==> src/hw/rtl/gdfs_pkg.sv <==
// ----------------------------------------------------------------------------
// Graph DFS package
// Shared types and constants of the depth-first search block.
// ----------------------------------------------------------------------------
package gdfs_pkg;

  localparam int unsigned MaxVertices = 64;
  localparam int unsigned MaxEdges    = 1024;
  localparam int unsigned QueueDepth  = 2;

  typedef enum logic [1:0] {
    ActAdd      = 2'd0,
    ActTraverse = 2'd1,
    ActClear    = 2'd2,
    ActNone     = 2'd3
  } action_e;

  typedef enum logic [1:0] {
    StatOk    = 2'd0,
    StatRange = 2'd1,
    StatFull  = 2'd2
  } status_e;

  typedef struct packed {
    action_e    action;
    logic       bad;
    logic [5:0] from_vertex;
    logic [5:0] to_vertex;
  } cmd_t;

  typedef enum logic [2:0] {
    StIdle,
    StAddRd,
    StAddWr,
    StTrHead,
    StTrEdge,
    StTrEdgeWait,
    StEmit,
    StClear
  } back_state_e;

endpackage

==> src/hw/rtl/gdfs_front.sv <==
// ----------------------------------------------------------------------------
// Graph DFS front end
// Accepts input transfers, checks vertex ranges and queues commands.
// ----------------------------------------------------------------------------
module gdfs_front #(
  parameter int unsigned MaxVertices = gdfs_pkg::MaxVertices
) (
  input  logic                clk_i,
  input  logic                rst_ni,
  input  logic                s_axis_tvalid,
  output logic                s_axis_tready,
  input  logic [15:0]         s_axis_tdata,
  input  logic [1:0]          s_axis_tuser,
  input  logic [6:0]          vertex_count_i,
  output logic                cmd_valid_o,
  input  logic                cmd_ready_i,
  output gdfs_pkg::cmd_t      cmd_o
);

  localparam int unsigned Qd = gdfs_pkg::QueueDepth;

  gdfs_pkg::cmd_t q_q [Qd];
  logic           wptr_q, wptr_d, rptr_q, rptr_d;
  logic [1:0]     cnt_q, cnt_d;
  logic [6:0]     eff;
  gdfs_pkg::cmd_t cmd;
  logic           push, pop;

  always_comb begin
    eff = vertex_count_i;
    if (eff == 7'd0) eff = 7'd1;
    if (eff > 7'(MaxVertices)) eff = 7'(MaxVertices);
    cmd.action      = gdfs_pkg::action_e'(s_axis_tuser);
    cmd.from_vertex = s_axis_tdata[5:0];
    cmd.to_vertex   = s_axis_tdata[11:6];
    cmd.bad = (((cmd.action == gdfs_pkg::ActAdd) || (cmd.action == gdfs_pkg::ActTraverse)) &&
               ({1'b0, cmd.from_vertex} >= eff)) ||
              ((cmd.action == gdfs_pkg::ActAdd) && ({1'b0, cmd.to_vertex} >= eff));
  end

  assign s_axis_tready = (cnt_q != 2'(Qd));
  assign push  = s_axis_tvalid && s_axis_tready && (cmd.action != gdfs_pkg::ActNone);
  assign cmd_valid_o = (cnt_q != 2'd0);
  assign pop   = cmd_valid_o && cmd_ready_i;
  assign cmd_o = q_q[rptr_q];

  always_comb begin
    wptr_d = push ? ~wptr_q : wptr_q;
    rptr_d = pop ? ~rptr_q : rptr_q;
    cnt_d  = cnt_q + 2'(push) - 2'(pop);
  end

  always_ff @(posedge clk_i) begin
    if (push) q_q[wptr_q] <= cmd;
  end

  always_ff @(posedge clk_i or negedge rst_ni) begin
    if (!rst_ni) begin
      wptr_q <= 1'b0;
      rptr_q <= 1'b0;
      cnt_q  <= 2'd0;
    end else begin
      wptr_q <= wptr_d;
      rptr_q <= rptr_d;
      cnt_q  <= cnt_d;
    end
  end

  a_cnt_max: assert property (@(posedge clk_i) disable iff (!rst_ni)
    cnt_q <= 2'(Qd)) else $error("queue overfilled");
  a_push_full: assert property (@(posedge clk_i) disable iff (!rst_ni)
    cnt_q == 2'(Qd) |-> !push) else $error("push into full queue");
  a_pop_empty: assert property (@(posedge clk_i) disable iff (!rst_ni)
    cnt_q == 2'd0 |-> !pop) else $error("pop from empty queue");

endmodule

==> config.mk <==
export PLATFORM = sky130hd
export DESIGN_NAME = gdfs_front
export DESIGN_NICKNAME = d
export VERILOG_FILES = /design/src/hw/rtl/gdfs_pkg.sv /design/src/hw/rtl/gdfs_front.sv
export SDC_FILE = /design/constraint.sdc
export NUM_CORES = 1
export LEC_CHECK = 0
export BUFFER_PORTS_ARGS = -buffer_cell sky130_fd_sc_hd__buf_2
export CAP_MARGIN = 20
export CORE_MARGIN = 3
export CORE_UTILIZATION = 51
export CTS_CLUSTER_SIZE = 12
export DETAILED_ROUTE_END_ITERATION = 7
export PLACE_DENSITY_LB_ADDON = 0.15
export SYNTH_ARGS = -nofsm -noshare
export SYNTH_HDL_FRONTEND = slang
export SYNTH_SLANG_ARGS = --single-unit
==> constraint.sdc <==
create_clock -name clk_i -period 2.2 [get_ports clk_i]
set_input_delay 0.11 -clock clk_i [delete_from_list [all_inputs] [get_ports clk_i]]
set_output_delay 0.11 -clock clk_i [all_outputs]
set_load 0.005 [all_outputs]
==> key figures, run 1 <==
Run status
  – Outcome: complete, no violations

Worst setup path
  – Setup CP Type: input port to flop
  – Required @ worst endpoint: 2.27 ns
  – Critical Path Source Type: input port
  – Critical path, cell by cell: dlygate4sd3_1 -> buf_2 -> inv_1 -> ha_1 -> nand2b_4 -> a2111oi_4 -> nor3_1 -> o31ai_2 -> a311oi_1
  – Worst stage delay on the critical path: approximately 0.52 ns
  – CP endpoint kind: flop
  – Critical-path top delay cell: dlygate4sd3_1
  – Data arrival, critical path: approximately 2.0 ns
  – CP top delay family: buffers and inverters
  – Peak fanout along the critical path: 3
  – CP bufs+invs: 3

Global route
  – Met1 global-route usage: 0.184
  – Vias in the first global route: about 1,100
  – Met3 GRT Util: 0.0396
  – Met2 Resource Use GR: 0.294
  – Pin count of the biggest net entering global routing: 17
  – Grt ovf: 0
  – First-pass GRT wire length: 4930 microns
  – Initial antenna violation count: 0
  – Gr usage total: 0.168
  – GRT Max-Usage Layer: met2

Synthesis
  – Yosys top cell area share: 0.559
  – Simple-gate share of the synthesized area: 0.0754
  – Multiplexer area fraction after synthesis: 0.105
  – Ys async rst share: 0.118
  – Avg Cell Area, Syn: roughly 15 sq um
  – Number of flops mapped to enable cells by yosys: 30
  – Largest family of logic cells by synthesized area: adder cells
  – Warnings, synthesis: 0
  – Synth unique cells: 24
  – Cells after Synth: around 100
  – Primary FF master, synth: edfxtp_1
  – Yosys top cell by area: edfxtp_1
  – Sequential area share after synthesis: 0.622
  – Top cells by area, synth: edfxtp_1 (56%), ha_1 (11%), mux2_1 (8.4%)
  – Post-Synthesis Cell Area: roughly 0.0016 sq mm
  – Xor/xnor share of the synthesized area: 0.0218
  – Synth Area in Adders: 0.109
  – Syn_nets: between 100 and 150
  – Compound-Gate Fraction of Synth Area: 0.0521
  – Flops & latches, synth: 34

Timing
  – RSZ-0062 raised after global routing: no
  – Fmax: between 500 and 600 MHz
  – Fin. Hold Viols: 0
  – Endpoints failing setup: 0
  – Max Transition Viols Final: 0
  – Post-Route Setup TNS: 0 ns
  – Slew HR: 0.525
  – Final min period: about 1.9 ns
  – Period utilisation layout: 0.862
  – Actual slew at the worst max-slew pin: roughly 0.71 ns
  – Clk_skew: 0.00585 ns

Route
  – Routed vias/inst: slightly below 5
  – DR DRC count: 0
  – Routed WL: 2960 microns
  – DR pass1 iterations: 3
  – Initial drt markers: 30
  – Post-route ant nets: 0
  – WL/cell: ~14 microns
  – Vias post-DR: between 1,000 and 1,500

Clock network
  – Root Driver: clkbuf_4
  – H-tree levels: 2
  – Post-CTS Repair Setup Buffers: 0
  – Worst-path clk slew: roughly 0.10 ns
  – Clk_lat worst skew: ~0.33 ns
  – CTS Sinks: 34
  – CTS buffer count: 5
  – Post_cts resized: 0
  – Clock buffer depth: 2
  – CTS tree: yes
  – # hold bufs at CTS: 15

Power and ir drop
  – Psw: approximately 550 uW
  – Sequential Power Share: 0.518
  – P_int: roughly 1300 uW
  – Pleak: roughly 0.00086 uW
  – Clock share of power: 0.166
  – Comb power frac: 0.316
  – Pwr/cell area: roughly 890 mW/mm^2
  – Sw Share: 0.296
  – VDD IR max: 0.656 mV

Final layout
  – NumNets Final: ~210
  – Share of cells above drive strength 1: 0.343
  – P&R area growth vs syn: 29.5%
  – Fillcell total: 210
  – Fin area: 0.00209 sq mm
  – Multi-input combinational cell area: roughly 580 sq um
  – FF/Latch Area: ~0.001 sq mm
  – N_diodes: 0

Die
  – Initial Util: 0.560
  – Die area: between 0.003 and 0.004 sq mm
  – Die Width: around 62 microns
  – Die Ht: approximately 62 microns
  – I/O Pins: 46
  – Site Rows: 19
  – Core ar.: about 0.0029 sq mm

Placed design
  – Routability cong.: between 0.7 and 0.8
  – Instance area after placement: between 0.0015 and 0.002 sq mm
  – Placed wire-length estimate: between 2000 and 2500 microns
  – # port buffers: 41

Job
  – Max cap viols: 0

Hold path
  – Worst min path class: input port to asynchronous set/reset pin
-- layout make-up --
class,count,area share
repair buffers,60,0.185
well taps,42,0.0252
clock inverters,2,0.00480
multi-input cells,64,0.280
inverters,4,0.00720
clock buffers,5,0.0180
flip-flops and latches,34,0.480
-- metrics by stage --
step,total power [uW],utilization,worst slack (ns),instances,hold WS [ns]
6_report,1850,0.725,0.303,211,0.104
5_1_grt,1990,0.725,0.180,211,0.0919
4_1_cts,1880,0.725,0.312,211,0.0995
3_5_place_dp,1550,0.656,0.114,189,-0.0796
3_3_place_gp,1520,0.656,0.144,189,-0.0832
2_1_floorplan,1300,-,0.386,104,-0.186
-- metal layers --
metal | vias up | share of wire
li1 | 517 | -
met4 | 0 | 0.018
met2 | 28 | 0.52
met3 | 5 | 0.045
met1 | 481 | 0.42
met5 | - | 0
-- worst reg2reg max path, cell delays in order (launching register included) --
cell	delay (ns)
dfrtp_1	0.41
or2_1	0.24
and2_1	0.19
ha_1	0.28
inv_1	0.04
ha_1	0.17
xnor2_1	0.18
xnor2_1	0.14
-- flip-flops by register name, summed over array words and instances (netlist names) --
| signal | cells |
|---|---|
| rptr_q | 1 |
| q_q | 30 |
| wptr_q | 1 |
| cnt_q | 2 |
-- path summary, 6_finish.rpt --
kind | start | to | slack [ns] | depth (start not counted)
max | s_axis_tdata[6] | q_q[1][12]$_DFFE_PP_ | 0.30 | 9
min | rst_ni | rptr_q$_DFFE_PN0P_ | 0.10 | 2
max reg2reg | cnt_q[1]$_DFF_PN0_ | cnt_q[1]$_DFF_PN0_ | 0.48 | 7
min reg2reg | wptr_q$_DFFE_PN0P_ | wptr_q$_DFFE_PN0P_ | 0.50 | 1
max in group asynchronous | rst_ni | cnt_q[1]$_DFF_PN0_ | 1.98 | 2
min in group clk_i | cmd_ready_i | rptr_q$_DFFE_PN0P_ | 0.11 | 3
-- cell usage in the layout (no fill, tap or decap), types with 2 or more instances in the layout --
master / n
nand3_1: 2
buf_2: 41
nand2b_1: 7
inv_1: 4
nor2_1: 6
clkbuf_4: 5
edfxtp_1: 30
dfrtp_1: 4
clkinv_2: 2
nor3_1: 3
mux2_2: 3
a21oi_1: 3
xnor2_1: 3
buf_4: 4
ha_1: 14
dlygate4sd3_1: 15
mux2_1: 12
-- Yosys cell counts (2+ instances only) --
cell	n
edfxtp_1	30
nor3_1	3
mux2_1	12
a21oi_1	3
dfrtp_1	4
nand2b_1	7
mux2_2	3
xnor2_1	3
ha_1	14
inv_1	4
nand3_1	2
nor2_1	6
buf_2	2
-- logic make-up (layout without fill, tap and decap cells) --
family / Yosys count / after routing
buffers and inverters: 6 / 71
XOR/XNOR: 4 / 4
adder cells (fa/ha/maj): 14 / 14
multiplexers: 15 / 15
AO/OA/AOI/OAI: 9 / 9
AND/OR/NAND/NOR: 22 / 22
flip-flops: 34 / 34
-- power by group through the flow --
stage	clock network, uW	registers (uW)	logic, uW
after global placement	0	968	551
final	307	959	585
after global routing	352	980	656
after CTS	319	963	598
after floorplan	0	906	394
after detailed placement	0	976	576
No activity file was read; power rests on OpenSTA's default activity.
==> inputs of run 2 (changes only) <==
--- a/config.mk
+++ b/config.mk
@@ -5,10 +5,11 @@
 export SDC_FILE = /design/constraint.sdc
 export NUM_CORES = 1
 export LEC_CHECK = 0
-export BUFFER_PORTS_ARGS = -buffer_cell sky130_fd_sc_hd__buf_2
+export ABC_AREA = 1
+export BUFFER_PORTS_ARGS = -buffer_cell sky130_fd_sc_hd__buf_4
 export CAP_MARGIN = 20
 export CORE_MARGIN = 3
-export CORE_UTILIZATION = 51
+export CORE_UTILIZATION = 52
 export CTS_CLUSTER_SIZE = 12
 export DETAILED_ROUTE_END_ITERATION = 7
 export PLACE_DENSITY_LB_ADDON = 0.15
==> run 2 against run 1 <==
Sequential share of layout area fell by 4.5 points. Clock power rose by 12%. Largest cell class unchanged. Non-clock buffer count fell by 1. Clock-buffer cell count rose by 2. Setup slack improved by 0.32 ns. Critical path depth did not move. First-iteration DRC count rose by 57%. Register-to-register slack improved by 0.18 ns.
==> key figures, run 2 <==
Run status
  – Outcome: complete, no violations

Final layout
  – Layout Utilization: 0.736 (+0.0105)
  – Fillcell total: 240 (+14%)
  – Max reg flops: 30 (unchanged)
  – N_diodes: 0 (unchanged)
  – Largest regs: q_q: 30 flops, cnt_q: 2 flops
  – Most common cell after layout, fill and taps aside: nand2_1
  – P&R area growth vs syn: 32.4%
  – Most frequent cells in the layout: nand2_1 (72), buf_4 (44), edfxtp_1 (30)
  – Share of cells above drive strength 1: 0.255 (-0.0879)
  – NumNets Final: 277 (+31%)
  – Largest reg by FF count: q_q

Worst setup path
  – CP endpoint kind: flop
  – CP top delay family: buffers and inverters
  – Critical path, cell by cell: dlygate4sd3_1 -> buf_4 -> ha_1 -> a21oi_1 -> nand2_1 -> nand2_1 -> nand3_1 -> nand2_1 -> nand2_1
  – Worst stage delay on the critical path: 0.55 ns (+0.03 ns)
  – Reg2Reg Depth: 7 (unchanged)
  – Reg2reg start: cnt_q[1]$_DFF_PN0_
  – Critical-path top delay cell: dlygate4sd3_1
  – CP bufs+invs: 2 (-1)
  – Data arrival, critical path: 1.65 ns (-0.32 ns)
  – Peak fanout along the critical path: 3 (unchanged)
  – Required @ worst endpoint: 2.28 ns (about the same)
  – R2R Path End: cnt_q[1]$_DFF_PN0_
  – Setup slack, reg-to-reg: 0.66 ns (+0.18 ns)
  – Critical Path Source Type: input port
  – Most used cell, CP: nand2_1
  – Setup CP Type: input port to flop

Die
  – I/O Pins: 46 (unchanged)
  – Initial Util: 0.556 (-0.00421)
  – Die area: 0.00407 sq mm (+5.3%)
  – Die Width: 63.8 microns (+2.6%)
  – Site Rows: 20 (+1)
  – Core ar.: 0.00313 sq mm (+8.7%)
  – Die Ht: 63.8 microns (+2.6%)

Synthesis
  – Synth Area in Adders: 0.101 (-0.00799)
  – Top cells by area, synth: edfxtp_1 (52%), nand2_1 (16%), ha_1 (10%)
  – Multiplexer area fraction after synthesis: 0 (-0.105)
  – Syn_nets: 215 (+46%)
  – Yosys top cell by area: edfxtp_1
  – Sequential area share after synthesis: 0.576 (-0.0456)
  – Cells after Synth: 172 (+65%)
  – Number of flops mapped to enable cells by yosys: 30 (unchanged)
  – Simple-gate share of the synthesized area: 0.231 (+0.156)
  – Synth unique cells: 21 (-13%)
  – Post-Synthesis Cell Area: 0.00174 sq mm (+7.9%)
  – Ys async rst share: 0.118 (unchanged)
  – Primary FF master, synth: edfxtp_1
  – Largest family of logic cells by synthesized area: simple AND/OR/NAND/NOR gates
  – Compound-Gate Fraction of Synth Area: 0.0166 (-0.0355)
  – Flops & latches, synth: 34 (unchanged)
  – Most frequent cell after synthesis: nand2_1
  – Synth cell count leaders: nand2_1 (72), edfxtp_1 (30), ha_1 (14), inv_1 (14), nor2_1 (12)
  – Warnings, synthesis: 0 (unchanged)
  – Xor/xnor share of the synthesized area: 0.0245 (+0.00272)
  – Yosys top cell area share: 0.518 (-0.0411)
  – Avg Cell Area, Syn: 10.1 sq um (-35%)

Hold path
  – Hold Startpoint: cmd_ready_i
  – Worst min path class: input port to flop
  – Hold path depth: 3
  – Hold endpoint: rptr_q$_DFFE_PN0P_

Route
  – Post-route ant nets: 0 (unchanged)
  – Initial drt markers: 47 (+57%)
  – WL/cell: 12.3 microns (-13%)
  – Routed vias/inst: 4.83 (-1.2%)
  – DR pass1 iterations: 4 (+1)
  – Routed WL: 3430 microns (+16%)
  – DR DRC count: 0 (unchanged)
  – Vias post-DR: 1,347 (+31%)

Clock network
  – Clock buffer depth: 2 (unchanged)
  – H-tree levels: 2 (unchanged)
  – CTS Sinks: 34 (unchanged)
  – CTS buffer count: 5 (unchanged)
  – Clk_lat worst skew: 0.33 ns (about the same)
  – Worst-path clk slew: 0.10 ns (about the same)
  – Root Driver: clkbuf_4
  – Post_cts resized: 0 (unchanged)
  – Post-CTS Repair Setup Buffers: 0 (unchanged)
  – CTS tree: yes

Global route
  – Initial antenna violation count: 0 (unchanged)
  – Gr usage total: 0.182 (+0.0142)
  – Vias in the first global route: 1,276 (+15%)
  – Pin count of the biggest net entering global routing: 17 (unchanged)
  – First-pass GRT wire length: 5660 microns (+15%)
  – Grt ovf: 0 (unchanged)

Timing
  – Max Transition Viols Final: 0 (unchanged)
  – Clk_skew: 0.0116 ns (+0.00574 ns)
  – Actual slew at the worst max-slew pin: 0.298 ns (-0.415 ns)
  – Slew HR: 0.801 (+0.276)
  – Fmax: 635 MHz (+21%)
  – RSZ-0062 raised after global routing: no
  – Post-Route Setup TNS: 0 ns (unchanged)
  – Setup slack after layout: 0.626 ns (+0.323 ns)
  – Fin. Hold Viols: 0 (unchanged)
  – Final min period: 1.57 ns (-0.323 ns)
  – Endpoints failing setup: 0 (unchanged)
  – Period utilisation layout: 0.715 (-0.147)

Placed design
  – Placed wire-length estimate: 2490 microns (+14%)
  – Routability cong.: 0.860 (+20%)
  – # port buffers: 41 (unchanged)
  – Pre-CTS setup slack: 0.433 ns (+0.319 ns)

Power and ir drop
  – Pleak: 0.00108 uW (+26%)
  – VDD IR max: 0.458 mV (-30%)
  – Tot Pwr: 2110 uW (+14%)
  – Pwr/cell area: 918 mW/mm^2 (+3.5%)

Job
  – Max cap viols: 0 (unchanged)
-- run 2: cell count changes after synthesis, sizes merged, moves of 3 or more --
cell / previous run / this run
nand2b: 8 / 0
nor2: 6 / 13
inv: 4 / 15
nand2: 1 / 73
nand3: 2 / 5
mux2: 15 / 0
-- run 2: layout make-up --
type | count | area (sq um) | share of cell area
Multi-Input combinational cell | 119 | 648 | 0.282
Clock inverter | 1 | 5.00 | 0.00218
Clock buffer | 7 | 55.1 | 0.0239
Inverter | 15 | 56.3 | 0.0245
Sequential cell | 34 | 1000 | 0.435
Tap cell | 44 | 55.1 | 0.0239
Timing Repair Buffer | 59 | 480 | 0.209
-- run 2: worst register-to-register path: cells and delay by family, from the launching register on --
family                     cells  cell delay (ns)
DFF                            1             0.42
adders and majority gates      2             0.45
buffers and inverters          2             0.09
and+or+nand+nor                2             0.36
xor gates and xnor gates       1             0.12
-- run 2: cell families after synthesis --
| family | Yosys count |
|---|---|
| adder cells (fa/ha/maj) | 14 |
| AO/OA/AOI/OAI | 5 |
| flip-flops | 34 |
| XOR/XNOR | 4 |
| buffers and inverters | 19 |
| AND/OR/NAND/NOR | 96 |
-- run 2: per-layer routing --
metal,track usage,vias to the layer above,wire [microns]
met2,0.319,36,1780
met5,0,-,0
met3,0.0422,6,143
li1,-,681,-
met4,0.0566,0,55
met1,0.221,624,1450
-- run 2: stage by stage --
step / instances / hold WS [ns] / instance area (sq um)
global placement: 256 / -0.0928 / 2090
detailed placement: 256 / -0.0902 / 2090
CTS: 279 / 0.0698 / 2300
global route: 279 / 0.0751 / 2300
finish: 279 / 0.0714 / 2300
floorplan: 172 / -0.186 / 1740
-- run 2: worst max path at each step --
stage | slack [ns] | end | start | cells after the start
detailed placement | 0.43 | q_q[0][12]$_DFFE_PP_ | vertex_count_i[2] | 12
finish | 0.63 | q_q[1][12]$_DFFE_PP_ | s_axis_tdata[2] | 9
global placement | 0.51 | q_q[0][12]$_DFFE_PP_ | vertex_count_i[4] | 12
CTS | 0.64 | cnt_q[1]$_DFF_PN0_ | cnt_q[1]$_DFF_PN0_ | 7
floorplan | 0.54 | q_q[1][0]$_DFFE_PP_ | cnt_q[1]$_DFF_PN0_ | 3
global route | 0.50 | cmd_o[6] | rptr_q$_DFFE_PN0P_ | 5
-- run 2: repair_timing --
| action | 4_1_cts | 5_1_grt |
|---|---|---|
| hold buffers | 15 | 0 |
| setup endpoints to repair | 0 | 0 |
| hold endpoints to repair | 32 | 0 |
-- run 2: report_power, final --
group / total, uW / leakage [uW] / internal (uW) / switching (uW)
clock: 345 / 0.0000353 / 155 / 190
combinational: 864 / 0.000723 / 416 / 448
sequential: 904 / 0.000323 / 860 / 43.8
total: 2110 / 0.00108 / 1430 / 682
